File: src/rtl/core/okvt_pkg.sv
// Shared constants, request and status codes, and control types for the key/value table.
`default_nettype none
package okvt_pkg;

  localparam int unsigned DEPTH     = 16;
  localparam int unsigned KEY_W     = 32;
  localparam int unsigned VAL_W     = 32;
  localparam int unsigned IDX_W     = $clog2(DEPTH);
  localparam int unsigned CNT_W     = $clog2(DEPTH + 1);
  localparam int unsigned POS_W     = 5;
  localparam int unsigned REQ_W     = 3;
  localparam int unsigned STS_W     = 2;

  localparam int unsigned IN_BITS   = KEY_W + VAL_W + POS_W;
  localparam int unsigned IN_DATA_W = ((IN_BITS + 7) / 8) * 8;
  localparam int unsigned OUT_BITS  = STS_W + IDX_W + KEY_W + VAL_W + CNT_W;
  localparam int unsigned OUT_DATA_W = ((OUT_BITS + 7) / 8) * 8;

  localparam logic [REQ_W-1:0] REQ_APPEND = 3'd0;
  localparam logic [REQ_W-1:0] REQ_INSERT = 3'd1;
  localparam logic [REQ_W-1:0] REQ_FINDK  = 3'd2;
  localparam logic [REQ_W-1:0] REQ_FINDV  = 3'd3;
  localparam logic [REQ_W-1:0] REQ_READ   = 3'd4;
  localparam logic [REQ_W-1:0] REQ_WRKEY  = 3'd5;
  localparam logic [REQ_W-1:0] REQ_WRVAL  = 3'd6;

  localparam logic [STS_W-1:0] ST_OK    = 2'd0;
  localparam logic [STS_W-1:0] ST_MISS  = 2'd1;
  localparam logic [STS_W-1:0] ST_RANGE = 2'd2;
  localparam logic [STS_W-1:0] ST_FULL  = 2'd3;

  typedef struct packed {
    logic load;
    logic match;
    logic exec;
  } okvt_cmd_t;

  typedef struct packed {
    logic in_find;
  } okvt_sts_t;

endpackage
`default_nettype wire

File: src/rtl/core/okvt_ctrl.sv
// Request sequencer and output valid flag for the key/value table.
`default_nettype none
module okvt_ctrl (
  input  wire logic               clk_i,
  input  wire logic               rst_ni,
  input  wire logic               in_valid_i,
  output logic                    in_ready_o,
  output logic                    out_valid_o,
  input  wire logic               out_ready_i,
  input  wire okvt_pkg::okvt_sts_t sts_i,
  output okvt_pkg::okvt_cmd_t     cmd_o
);

  localparam logic [1:0] S_IDLE  = 2'd0;
  localparam logic [1:0] S_MATCH = 2'd1;
  localparam logic [1:0] S_EXEC  = 2'd2;

  logic [1:0] state_q, state_d;
  logic       oval_q, oval_d;
  logic       out_free;

  assign out_free    = !oval_q || out_ready_i;
  assign in_ready_o  = (state_q == S_IDLE);
  assign out_valid_o = oval_q;

  always_comb begin
    state_d = state_q;
    oval_d  = oval_q && !out_ready_i;
    cmd_o   = '0;
    unique case (state_q)
      S_IDLE: begin
        if (in_valid_i) begin
          cmd_o.load = 1'b1;
          state_d    = sts_i.in_find ? S_MATCH : S_EXEC;
        end
      end
      S_MATCH: begin
        cmd_o.match = 1'b1;
        state_d     = S_EXEC;
      end
      S_EXEC: begin
        if (out_free) begin
          cmd_o.exec = 1'b1;
          oval_d     = 1'b1;
          state_d    = S_IDLE;
        end
      end
      default: begin
        state_d = S_IDLE;
      end
    endcase
  end

  always_ff @(posedge clk_i or negedge rst_ni) begin
    if (!rst_ni) begin
      state_q <= S_IDLE;
      oval_q  <= 1'b0;
    end else begin
      state_q <= state_d;
      oval_q  <= oval_d;
    end
  end

endmodule
`default_nettype wire

File: src/rtl/core/okvt_dpath.sv
// Entry cells, per-cell match, shift logic and result register of the key/value table.
`default_nettype none
module okvt_dpath (
  input  wire logic                              clk_i,
  input  wire logic                              rst_ni,
  input  wire okvt_pkg::okvt_cmd_t               cmd_i,
  output okvt_pkg::okvt_sts_t                    sts_o,
  input  wire logic [okvt_pkg::REQ_W-1:0]        req_i,
  input  wire logic [okvt_pkg::KEY_W-1:0]        key_i,
  input  wire logic [okvt_pkg::VAL_W-1:0]        val_i,
  input  wire logic [okvt_pkg::POS_W-1:0]        pos_i,
  output logic [okvt_pkg::STS_W-1:0]             res_status_o,
  output logic [okvt_pkg::IDX_W-1:0]             res_index_o,
  output logic [okvt_pkg::KEY_W-1:0]             res_key_o,
  output logic [okvt_pkg::VAL_W-1:0]             res_val_o,
  output logic [okvt_pkg::CNT_W-1:0]             res_count_o
);

  localparam int unsigned D = okvt_pkg::DEPTH;

  logic [okvt_pkg::KEY_W-1:0] key_cell_q [D];
  logic [okvt_pkg::KEY_W-1:0] key_cell_d [D];
  logic [okvt_pkg::VAL_W-1:0] val_cell_q [D];
  logic [okvt_pkg::VAL_W-1:0] val_cell_d [D];
  logic [okvt_pkg::CNT_W-1:0] cnt_q, cnt_d;
  logic [D-1:0]               match_q;

  logic [okvt_pkg::REQ_W-1:0] req_q;
  logic [okvt_pkg::KEY_W-1:0] key_q;
  logic [okvt_pkg::VAL_W-1:0] val_q;
  logic [okvt_pkg::POS_W-1:0] pos_q;

  logic [okvt_pkg::STS_W-1:0] status_d;
  logic [okvt_pkg::IDX_W-1:0] index_d;
  logic [okvt_pkg::KEY_W-1:0] rkey_d;
  logic [okvt_pkg::VAL_W-1:0] rval_d;

  logic [okvt_pkg::IDX_W-1:0] hit_idx;
  logic [okvt_pkg::IDX_W-1:0] rd_addr;
  logic [okvt_pkg::KEY_W-1:0] rd_key;
  logic [okvt_pkg::VAL_W-1:0] rd_val;
  logic                       is_find, full, pos_le_cnt, pos_lt_cnt;
  logic                       app_ok, ins_ok, wk_ok, wv_ok;

  assign sts_o.in_find = (req_i == okvt_pkg::REQ_FINDK) || (req_i == okvt_pkg::REQ_FINDV);

  always_ff @(posedge clk_i) begin
    if (cmd_i.load) begin
      req_q <= req_i;
      key_q <= key_i;
      val_q <= val_i;
      pos_q <= pos_i;
    end
  end

  always_ff @(posedge clk_i) begin
    for (int i = 0; i < D; i++) begin
      if (cmd_i.match) begin
        match_q[i] <= (okvt_pkg::CNT_W'(i) < cnt_q) &&
                      ((req_q == okvt_pkg::REQ_FINDK) ? (key_cell_q[i] == key_q)
                                                     : (val_cell_q[i] == val_q));
      end
    end
  end

  always_comb begin
    hit_idx = '0;
    for (int i = D - 1; i >= 0; i--) begin
      if (match_q[i]) hit_idx = okvt_pkg::IDX_W'(i);
    end
  end

  assign is_find    = (req_q == okvt_pkg::REQ_FINDK) || (req_q == okvt_pkg::REQ_FINDV);
  assign full       = (cnt_q == okvt_pkg::CNT_W'(D));
  assign pos_le_cnt = (okvt_pkg::CNT_W'(pos_q) <= cnt_q);
  assign pos_lt_cnt = (okvt_pkg::CNT_W'(pos_q) < cnt_q);
  assign rd_addr    = is_find ? hit_idx : pos_q[okvt_pkg::IDX_W-1:0];
  assign rd_key     = key_cell_q[rd_addr];
  assign rd_val     = val_cell_q[rd_addr];
  assign app_ok     = (req_q == okvt_pkg::REQ_APPEND) && !full;
  assign ins_ok     = (req_q == okvt_pkg::REQ_INSERT) && pos_le_cnt && !full;
  assign wk_ok      = (req_q == okvt_pkg::REQ_WRKEY) && pos_lt_cnt;
  assign wv_ok      = (req_q == okvt_pkg::REQ_WRVAL) && pos_lt_cnt;

  always_comb begin
    status_d = okvt_pkg::ST_OK;
    index_d  = '0;
    rkey_d   = '0;
    rval_d   = '0;
    unique case (req_q)
      okvt_pkg::REQ_APPEND: begin
        if (full) status_d = okvt_pkg::ST_FULL;
      end
      okvt_pkg::REQ_INSERT: begin
        priority if (!pos_le_cnt) status_d = okvt_pkg::ST_RANGE;
        else if (full) status_d = okvt_pkg::ST_FULL;
        else status_d = okvt_pkg::ST_OK;
      end
      okvt_pkg::REQ_FINDK, okvt_pkg::REQ_FINDV: begin
        if (|match_q) begin
          index_d = hit_idx;
          rkey_d  = rd_key;
          rval_d  = rd_val;
        end else begin
          status_d = okvt_pkg::ST_MISS;
        end
      end
      okvt_pkg::REQ_READ, okvt_pkg::REQ_WRKEY, okvt_pkg::REQ_WRVAL: begin
        if (!pos_lt_cnt) begin
          status_d = okvt_pkg::ST_RANGE;
        end else begin
          rkey_d = (req_q == okvt_pkg::REQ_WRKEY) ? key_q : rd_key;
          rval_d = (req_q == okvt_pkg::REQ_WRVAL) ? val_q : rd_val;
        end
      end
      default: begin
        status_d = okvt_pkg::ST_OK;
      end
    endcase
  end

  always_comb begin
    cnt_d = cnt_q;
    if (cmd_i.exec && (app_ok || ins_ok)) cnt_d = cnt_q + okvt_pkg::CNT_W'(1);
    for (int i = 0; i < D; i++) begin
      key_cell_d[i] = key_cell_q[i];
      val_cell_d[i] = val_cell_q[i];
      if (cmd_i.exec) begin
        if ((app_ok && (okvt_pkg::CNT_W'(i) == cnt_q)) ||
            (ins_ok && (okvt_pkg::POS_W'(i) == pos_q))) begin
          key_cell_d[i] = key_q;
          val_cell_d[i] = val_q;
        end else if (ins_ok && (okvt_pkg::POS_W'(i) > pos_q) && (i > 0)) begin
          key_cell_d[i] = key_cell_q[(i > 0) ? i - 1 : 0];
          val_cell_d[i] = val_cell_q[(i > 0) ? i - 1 : 0];
        end else if (wk_ok && (okvt_pkg::POS_W'(i) == pos_q)) begin
          key_cell_d[i] = key_q;
        end else if (wv_ok && (okvt_pkg::POS_W'(i) == pos_q)) begin
          val_cell_d[i] = val_q;
        end
      end
    end
  end

  always_ff @(posedge clk_i) begin
    for (int i = 0; i < D; i++) begin
      key_cell_q[i] <= key_cell_d[i];
      val_cell_q[i] <= val_cell_d[i];
    end
  end

  always_ff @(posedge clk_i or negedge rst_ni) begin
    if (!rst_ni) begin
      cnt_q <= '0;
    end else begin
      cnt_q <= cnt_d;
    end
  end

  always_ff @(posedge clk_i) begin
    if (cmd_i.exec) begin
      res_status_o <= status_d;
      res_index_o  <= index_d;
      res_key_o    <= rkey_d;
      res_val_o    <= rval_d;
      res_count_o  <= cnt_d;
    end
  end

  a_cnt_step: assert property (@(posedge clk_i) disable iff (!rst_ni)
    (cnt_q == $past(cnt_q)) || (cnt_q == $past(cnt_q) + okvt_pkg::CNT_W'(1)))
    else $error("entry count moved by more than one");

  a_cnt_bound: assert property (@(posedge clk_i) disable iff (!rst_ni)
    cnt_q <= okvt_pkg::CNT_W'(D))
    else $error("entry count above depth");

  a_cnt_only_exec: assert property (@(posedge clk_i) disable iff (!rst_ni)
    !cmd_i.exec |=> (cnt_q == $past(cnt_q)))
    else $error("entry count changed outside execute");

  a_err_zero: assert property (@(posedge clk_i) disable iff (!rst_ni)
    $past(cmd_i.exec) && (res_status_o == okvt_pkg::ST_RANGE ||
                          res_status_o == okvt_pkg::ST_FULL ||
                          res_status_o == okvt_pkg::ST_MISS)
    |-> (res_index_o == '0) && (res_key_o == '0) && (res_val_o == '0))
    else $error("error result carries payload");

endmodule
`default_nettype wire

File: src/rtl/core/ordered_key_value_table_core.sv
// Top level of the ordered key/value table: stream ports, sequencer and datapath.
//
//  channel  dir  fields
//  s_axis   in   tuser: req_type; tdata: key_in, value_in, position
//  m_axis   out  tdata: status, found_index, key_out, value_out, entry_count
//
// A find steps through load, cell compare and execute; other requests through load
// and execute, and the result register is loaded at execute. One item is in flight
// at a time.
// Reset clears the entry count and the sequencer; entry cells are not cleared.
// A stalled result stays in the output register; execute waits until it is taken.
`default_nettype none
module ordered_key_value_table_core (
  input  wire logic                              clk_i,
  input  wire logic                              rst_ni,
  input  wire logic                              s_axis_tvalid,
  output logic                                   s_axis_tready,
  // [31:0] key_in, [63:32] value_in, [68:64] position, rest zero
  input  wire logic [okvt_pkg::IN_DATA_W-1:0]    s_axis_tdata,
  // [2:0] req_type
  input  wire logic [okvt_pkg::REQ_W-1:0]        s_axis_tuser,
  output logic                                   m_axis_tvalid,
  input  wire logic                              m_axis_tready,
  // [1:0] status, [5:2] found_index, [37:6] key_out, [69:38] value_out,
  // [74:70] entry_count, rest zero
  output logic [okvt_pkg::OUT_DATA_W-1:0]        m_axis_tdata
);

  localparam int unsigned KO = 0;
  localparam int unsigned VO = okvt_pkg::KEY_W;
  localparam int unsigned PO = okvt_pkg::KEY_W + okvt_pkg::VAL_W;

  okvt_pkg::okvt_cmd_t cmd;
  okvt_pkg::okvt_sts_t sts;

  logic [okvt_pkg::STS_W-1:0] res_status;
  logic [okvt_pkg::IDX_W-1:0] res_index;
  logic [okvt_pkg::KEY_W-1:0] res_key;
  logic [okvt_pkg::VAL_W-1:0] res_val;
  logic [okvt_pkg::CNT_W-1:0] res_count;

  okvt_ctrl u_ctrl (
    .clk_i       (clk_i),
    .rst_ni      (rst_ni),
    .in_valid_i  (s_axis_tvalid),
    .in_ready_o  (s_axis_tready),
    .out_valid_o (m_axis_tvalid),
    .out_ready_i (m_axis_tready),
    .sts_i       (sts),
    .cmd_o       (cmd)
  );

  okvt_dpath u_dpath (
    .clk_i        (clk_i),
    .rst_ni       (rst_ni),
    .cmd_i        (cmd),
    .sts_o        (sts),
    .req_i        (s_axis_tuser),
    .key_i        (s_axis_tdata[KO +: okvt_pkg::KEY_W]),
    .val_i        (s_axis_tdata[VO +: okvt_pkg::VAL_W]),
    .pos_i        (s_axis_tdata[PO +: okvt_pkg::POS_W]),
    .res_status_o (res_status),
    .res_index_o  (res_index),
    .res_key_o    (res_key),
    .res_val_o    (res_val),
    .res_count_o  (res_count)
  );

  assign m_axis_tdata = {{(okvt_pkg::OUT_DATA_W - okvt_pkg::OUT_BITS){1'b0}},
                         res_count, res_val, res_key, res_index, res_status};

endmodule
`default_nettype wire

File: config.mk
export PLATFORM = sky130hd
export DESIGN_NAME = ordered_key_value_table_core
export DESIGN_NICKNAME = d
export VERILOG_FILES = /design/src/rtl/core/okvt_pkg.sv /design/src/rtl/core/okvt_ctrl.sv /design/src/rtl/core/okvt_dpath.sv /design/src/rtl/core/ordered_key_value_table_core.sv
export SDC_FILE = /design/constraint.sdc
export NUM_CORES = 2
export LEC_CHECK = 0
export ABC_AREA = 0
export BUFFER_PORTS_ARGS = -buffer_cell sky130_fd_sc_hd__buf_4
export CAP_MARGIN = 30
export CORE_MARGIN = 5
export CORE_UTILIZATION = 40
export CTS_BUF_LIST = sky130_fd_sc_hd__clkbuf_16
export CTS_CLUSTER_DIAMETER = 50
export DETAILED_ROUTE_END_ITERATION = 6
export GPL_ROUTABILITY_DRIVEN = 0
export MAX_ROUTING_LAYER = met4
export SYNTH_ARGS = -nofsm -noshare
export SYNTH_HDL_FRONTEND = slang
export SYNTH_SLANG_ARGS = --single-unit
File: constraint.sdc
create_clock -name clk_i -period 9.7 [get_ports clk_i]
set_input_delay 1.455 -clock clk_i [delete_from_list [all_inputs] [get_ports clk_i]]
set_output_delay 1.455 -clock clk_i [all_outputs]
set_load 0.02 [all_outputs]
==> run metrics <==
Hold Buf Count CTS 0; initial DRC count 7,788; clock period minus worst slack ~5.7 ns; final WL roughly 270,000 µm; CTS buffer count roughly 150; Synth-to-Final Area Change 12.3%; Slew Limit Headroom roughly a fifth; Worst EP arrival just over 6 ns; setup TNS 0 ns; Yosys reg bits roughly 1,200; Data required, critical path ~10 ns; mapped cell area approximately 70,000 µm²; Worst Hold Class primary input to asynchronous set/reset pin; PortBufs roughly 150; share of layout cells above drive strength 1 between 20 and 25%; row cnt 155; most common cell after layout, fill and taps aside edfxtp_1; I/O pins roughly 160; Util after Layout between 40% and 50%; DR pass1 iterations 6; H-tree levels 4; Net Sw Frac slightly below 30%; DRC 0; Gate Count Post-Synth 6,215; Synth warnings 0; Lkg Pwr 0.0272 µW; Max Cap Violations 0; ANT nets after route 0; Max Freq roughly 0.17 GHz; initial antenna violation count 7; Final #Nets slightly above 6,000; final setup vio count 0; CTS root buf clkbuf_16; chip width between 400 and 500 µm; TritonCTS Sinks around 1,200; # Post-CTS Setup Buffers 0; Post-synth EDFFs between 1,000 and 1,500; maximum vdd ir drop between 150 and 200 µV; clk_skew between 0.03 and 0.04 ns; hpwl dp roughly 180,000 µm; Seq pwr share roughly two fifths; clock power share 39.3%; PwrDens about 180 nW/µm²; unrepaired setup endpoints after global routing no; cells resized by post-CTS repair 0; Worst-Skew Late Latency 0.81 ns; Gate power share 19.0%; first-pass GRT wire length roughly 380,000 µm; mean post-synth cell area 11.5 µm²; Sw Pwr roughly 4300 µW; WL/cell 30.9 µm; CTS tree yes; critical path class flip-flop to flip-flop; die area 187,000 µm²; Vias/cell approximately 6.2; Clock Path Buffers 3; crit path max fanout 67; Tcrit/Tclk final between 50% and 60%; Unique masters post-synth between 80 and 90; total congestion overflow 0; Post-synth ARST share less than 1%; highest-count cells in the layout ignoring fill and taps edfxtp_1, nand2_1, mux2_2; ys flop type edfxtp_1; Slew Viols, Final 0; status complete, no violations; Clock Pin Slew Worst Setup and Hold Paths 0.06 ns; Final Hold Viols 0; via count 53,700; Pint roughly 10,000 µW; Worst Max-Slew Pin Slew ~1.2 ns; crit end category flip-flop; Core ar. 178,000 µm²; critical path launch point type flip-flop; largest net degree at the start of global routing ~120; sequential area share after synthesis about half; die height roughly 430 µm; Initial Util about two fifths; vias in the first global route 50,600; All-Layer GR Usage between 20 and 30%
## state kept, by name, indices dropped and copies added, names as in the netlist
register,cells
u_dpath.req_q,3
u_dpath.res_index_o,4
u_ctrl.out_valid_o,1
u_dpath.res_key_o,32
u_ctrl.state_q,2
u_dpath.res_val_o,32
u_dpath.res_status_o,2
u_dpath.key_q,32
u_dpath.pos_q,5
u_dpath.val_q,32
u_dpath.val_cell_q,512
u_dpath.key_cell_q,512
u_dpath.match_q,16
u_dpath.cnt_q,5
u_dpath.res_count_o,5
## cell families after synthesis
logic type	count (synthesis)	synth area share (%)
adder cells (fa/ha/maj)	8	0.140
flip-flops	1195	50.2
AO/OA/AOI/OAI	657	6.00
multiplexers	1065	16.5
buffers and inverters	601	3.66
XOR/XNOR	1028	12.6
AND/OR/NAND/NOR	1660	10.8
other	1	0.00525
## metal layers
metal,up-vias,routed length [µm],global-route usage (%)
met5,-,0,-
met4,0,14900,13.2
met3,612,24800,4.62
met2,3310,121000,43.0
met1,27100,105000,37.3
li1,22600,-,-
## critical path, cell delays in order, from the launching register on
cell	delay [ns]
edfxtp_1	0.62
nand2b_1	0.38
and2_0	0.24
buf_4	0.22
nor2b_1	0.38
and2_4	0.88
buf_4	0.87
mux2i_1	0.23
o211ai_1	0.47
nand4_1	0.31
a221oi_1	0.74
## layout make-up
cell class | instances | area, µm²
Tap cell | 2355 | 2950
Sequential cell | 1195 | 35800
Antenna cell | 4 | 10.0
Clock buffer | 157 | 3930
Inverter | 14 | 57.6
Fill cell | 16600 | 97900
Clock inverter | 113 | 986
Timing Repair Buffer | 353 | 2840
Multi-Input combinational cell | 4423 | 33600
## power groups by stage
stage               Clock [µW]  Combinational (µW)  Sequential (µW)
floorplan                    0                1590             6150
global placement             0                2640             6120
detailed placement           0                2680             6120
CTS                       5730                2700             6020
global route              5950                2850             6030
finish                    5670                2750             6020
## worst paths after layout
| kind | start | to | slack, ns | cells after the start |
|---|---|---|---|---|
| min in group clk_i | u_ctrl.state_q[1] | u_ctrl.state_q[1] | 0.52 | 1 |
| setup reg to reg | u_dpath.req_q[2] | u_dpath.res_val_o[19] | 3.97 | 10 |
| hold / removal | rst_ni | u_dpath.cnt_q[1] | 0.48 | 1 |
| hold reg to reg | u_ctrl.state_q[1] | u_ctrl.state_q[1] | 0.52 | 1 |
| setup / recovery | u_dpath.req_q[2] | u_dpath.res_val_o[19] | 3.97 | 10 |
| max in group asynchronous | rst_ni | u_ctrl.state_q[1] | 9.07 | 1 |
## metrics by stage
stage	cell area, µm²	instances	hold WS (ns)	worst slack, ns	power (µW)
after global routing	80200	8614	0.458	3.90	14800
final	80200	8614	0.476	3.97	14400
after floorplan	71400	6219	0.424	4.17	7740
after detailed placement	75200	8335	0.515	4.17	8810
after global placement	74900	8311	0.496	3.93	8770
after CTS	80100	8605	0.445	4.12	14400
## Yosys cell counts, types with 22 or more instances
cell type | count | area, µm²
o22ai_1 | 51 | 319
nor4_1 | 199 | 1240
clkbuf_1 | 368 | 1380
mux2_1 | 22 | 248
xnor2_1 | 356 | 3120
nand3_1 | 220 | 1100
mux2_2 | 876 | 9860
a2111oi_0 | 46 | 403
a21oi_1 | 245 | 1230
a211oi_1 | 22 | 165
nand2_1 | 892 | 3350
o211ai_1 | 27 | 203
nor2_1 | 76 | 285
o21ai_0 | 90 | 450
a31oi_1 | 27 | 169
buf_4 | 30 | 225
nor3_1 | 41 | 205
nand4_1 | 153 | 957
nor4b_1 | 27 | 236
edfxtp_1 | 1187 | 35600
a221oi_1 | 44 | 385
mux2i_1 | 165 | 1650
buf_1 | 37 | 139
xor2_1 | 672 | 5890
buf_2 | 142 | 711
No activity file was read; power rests on OpenSTA's default activity.
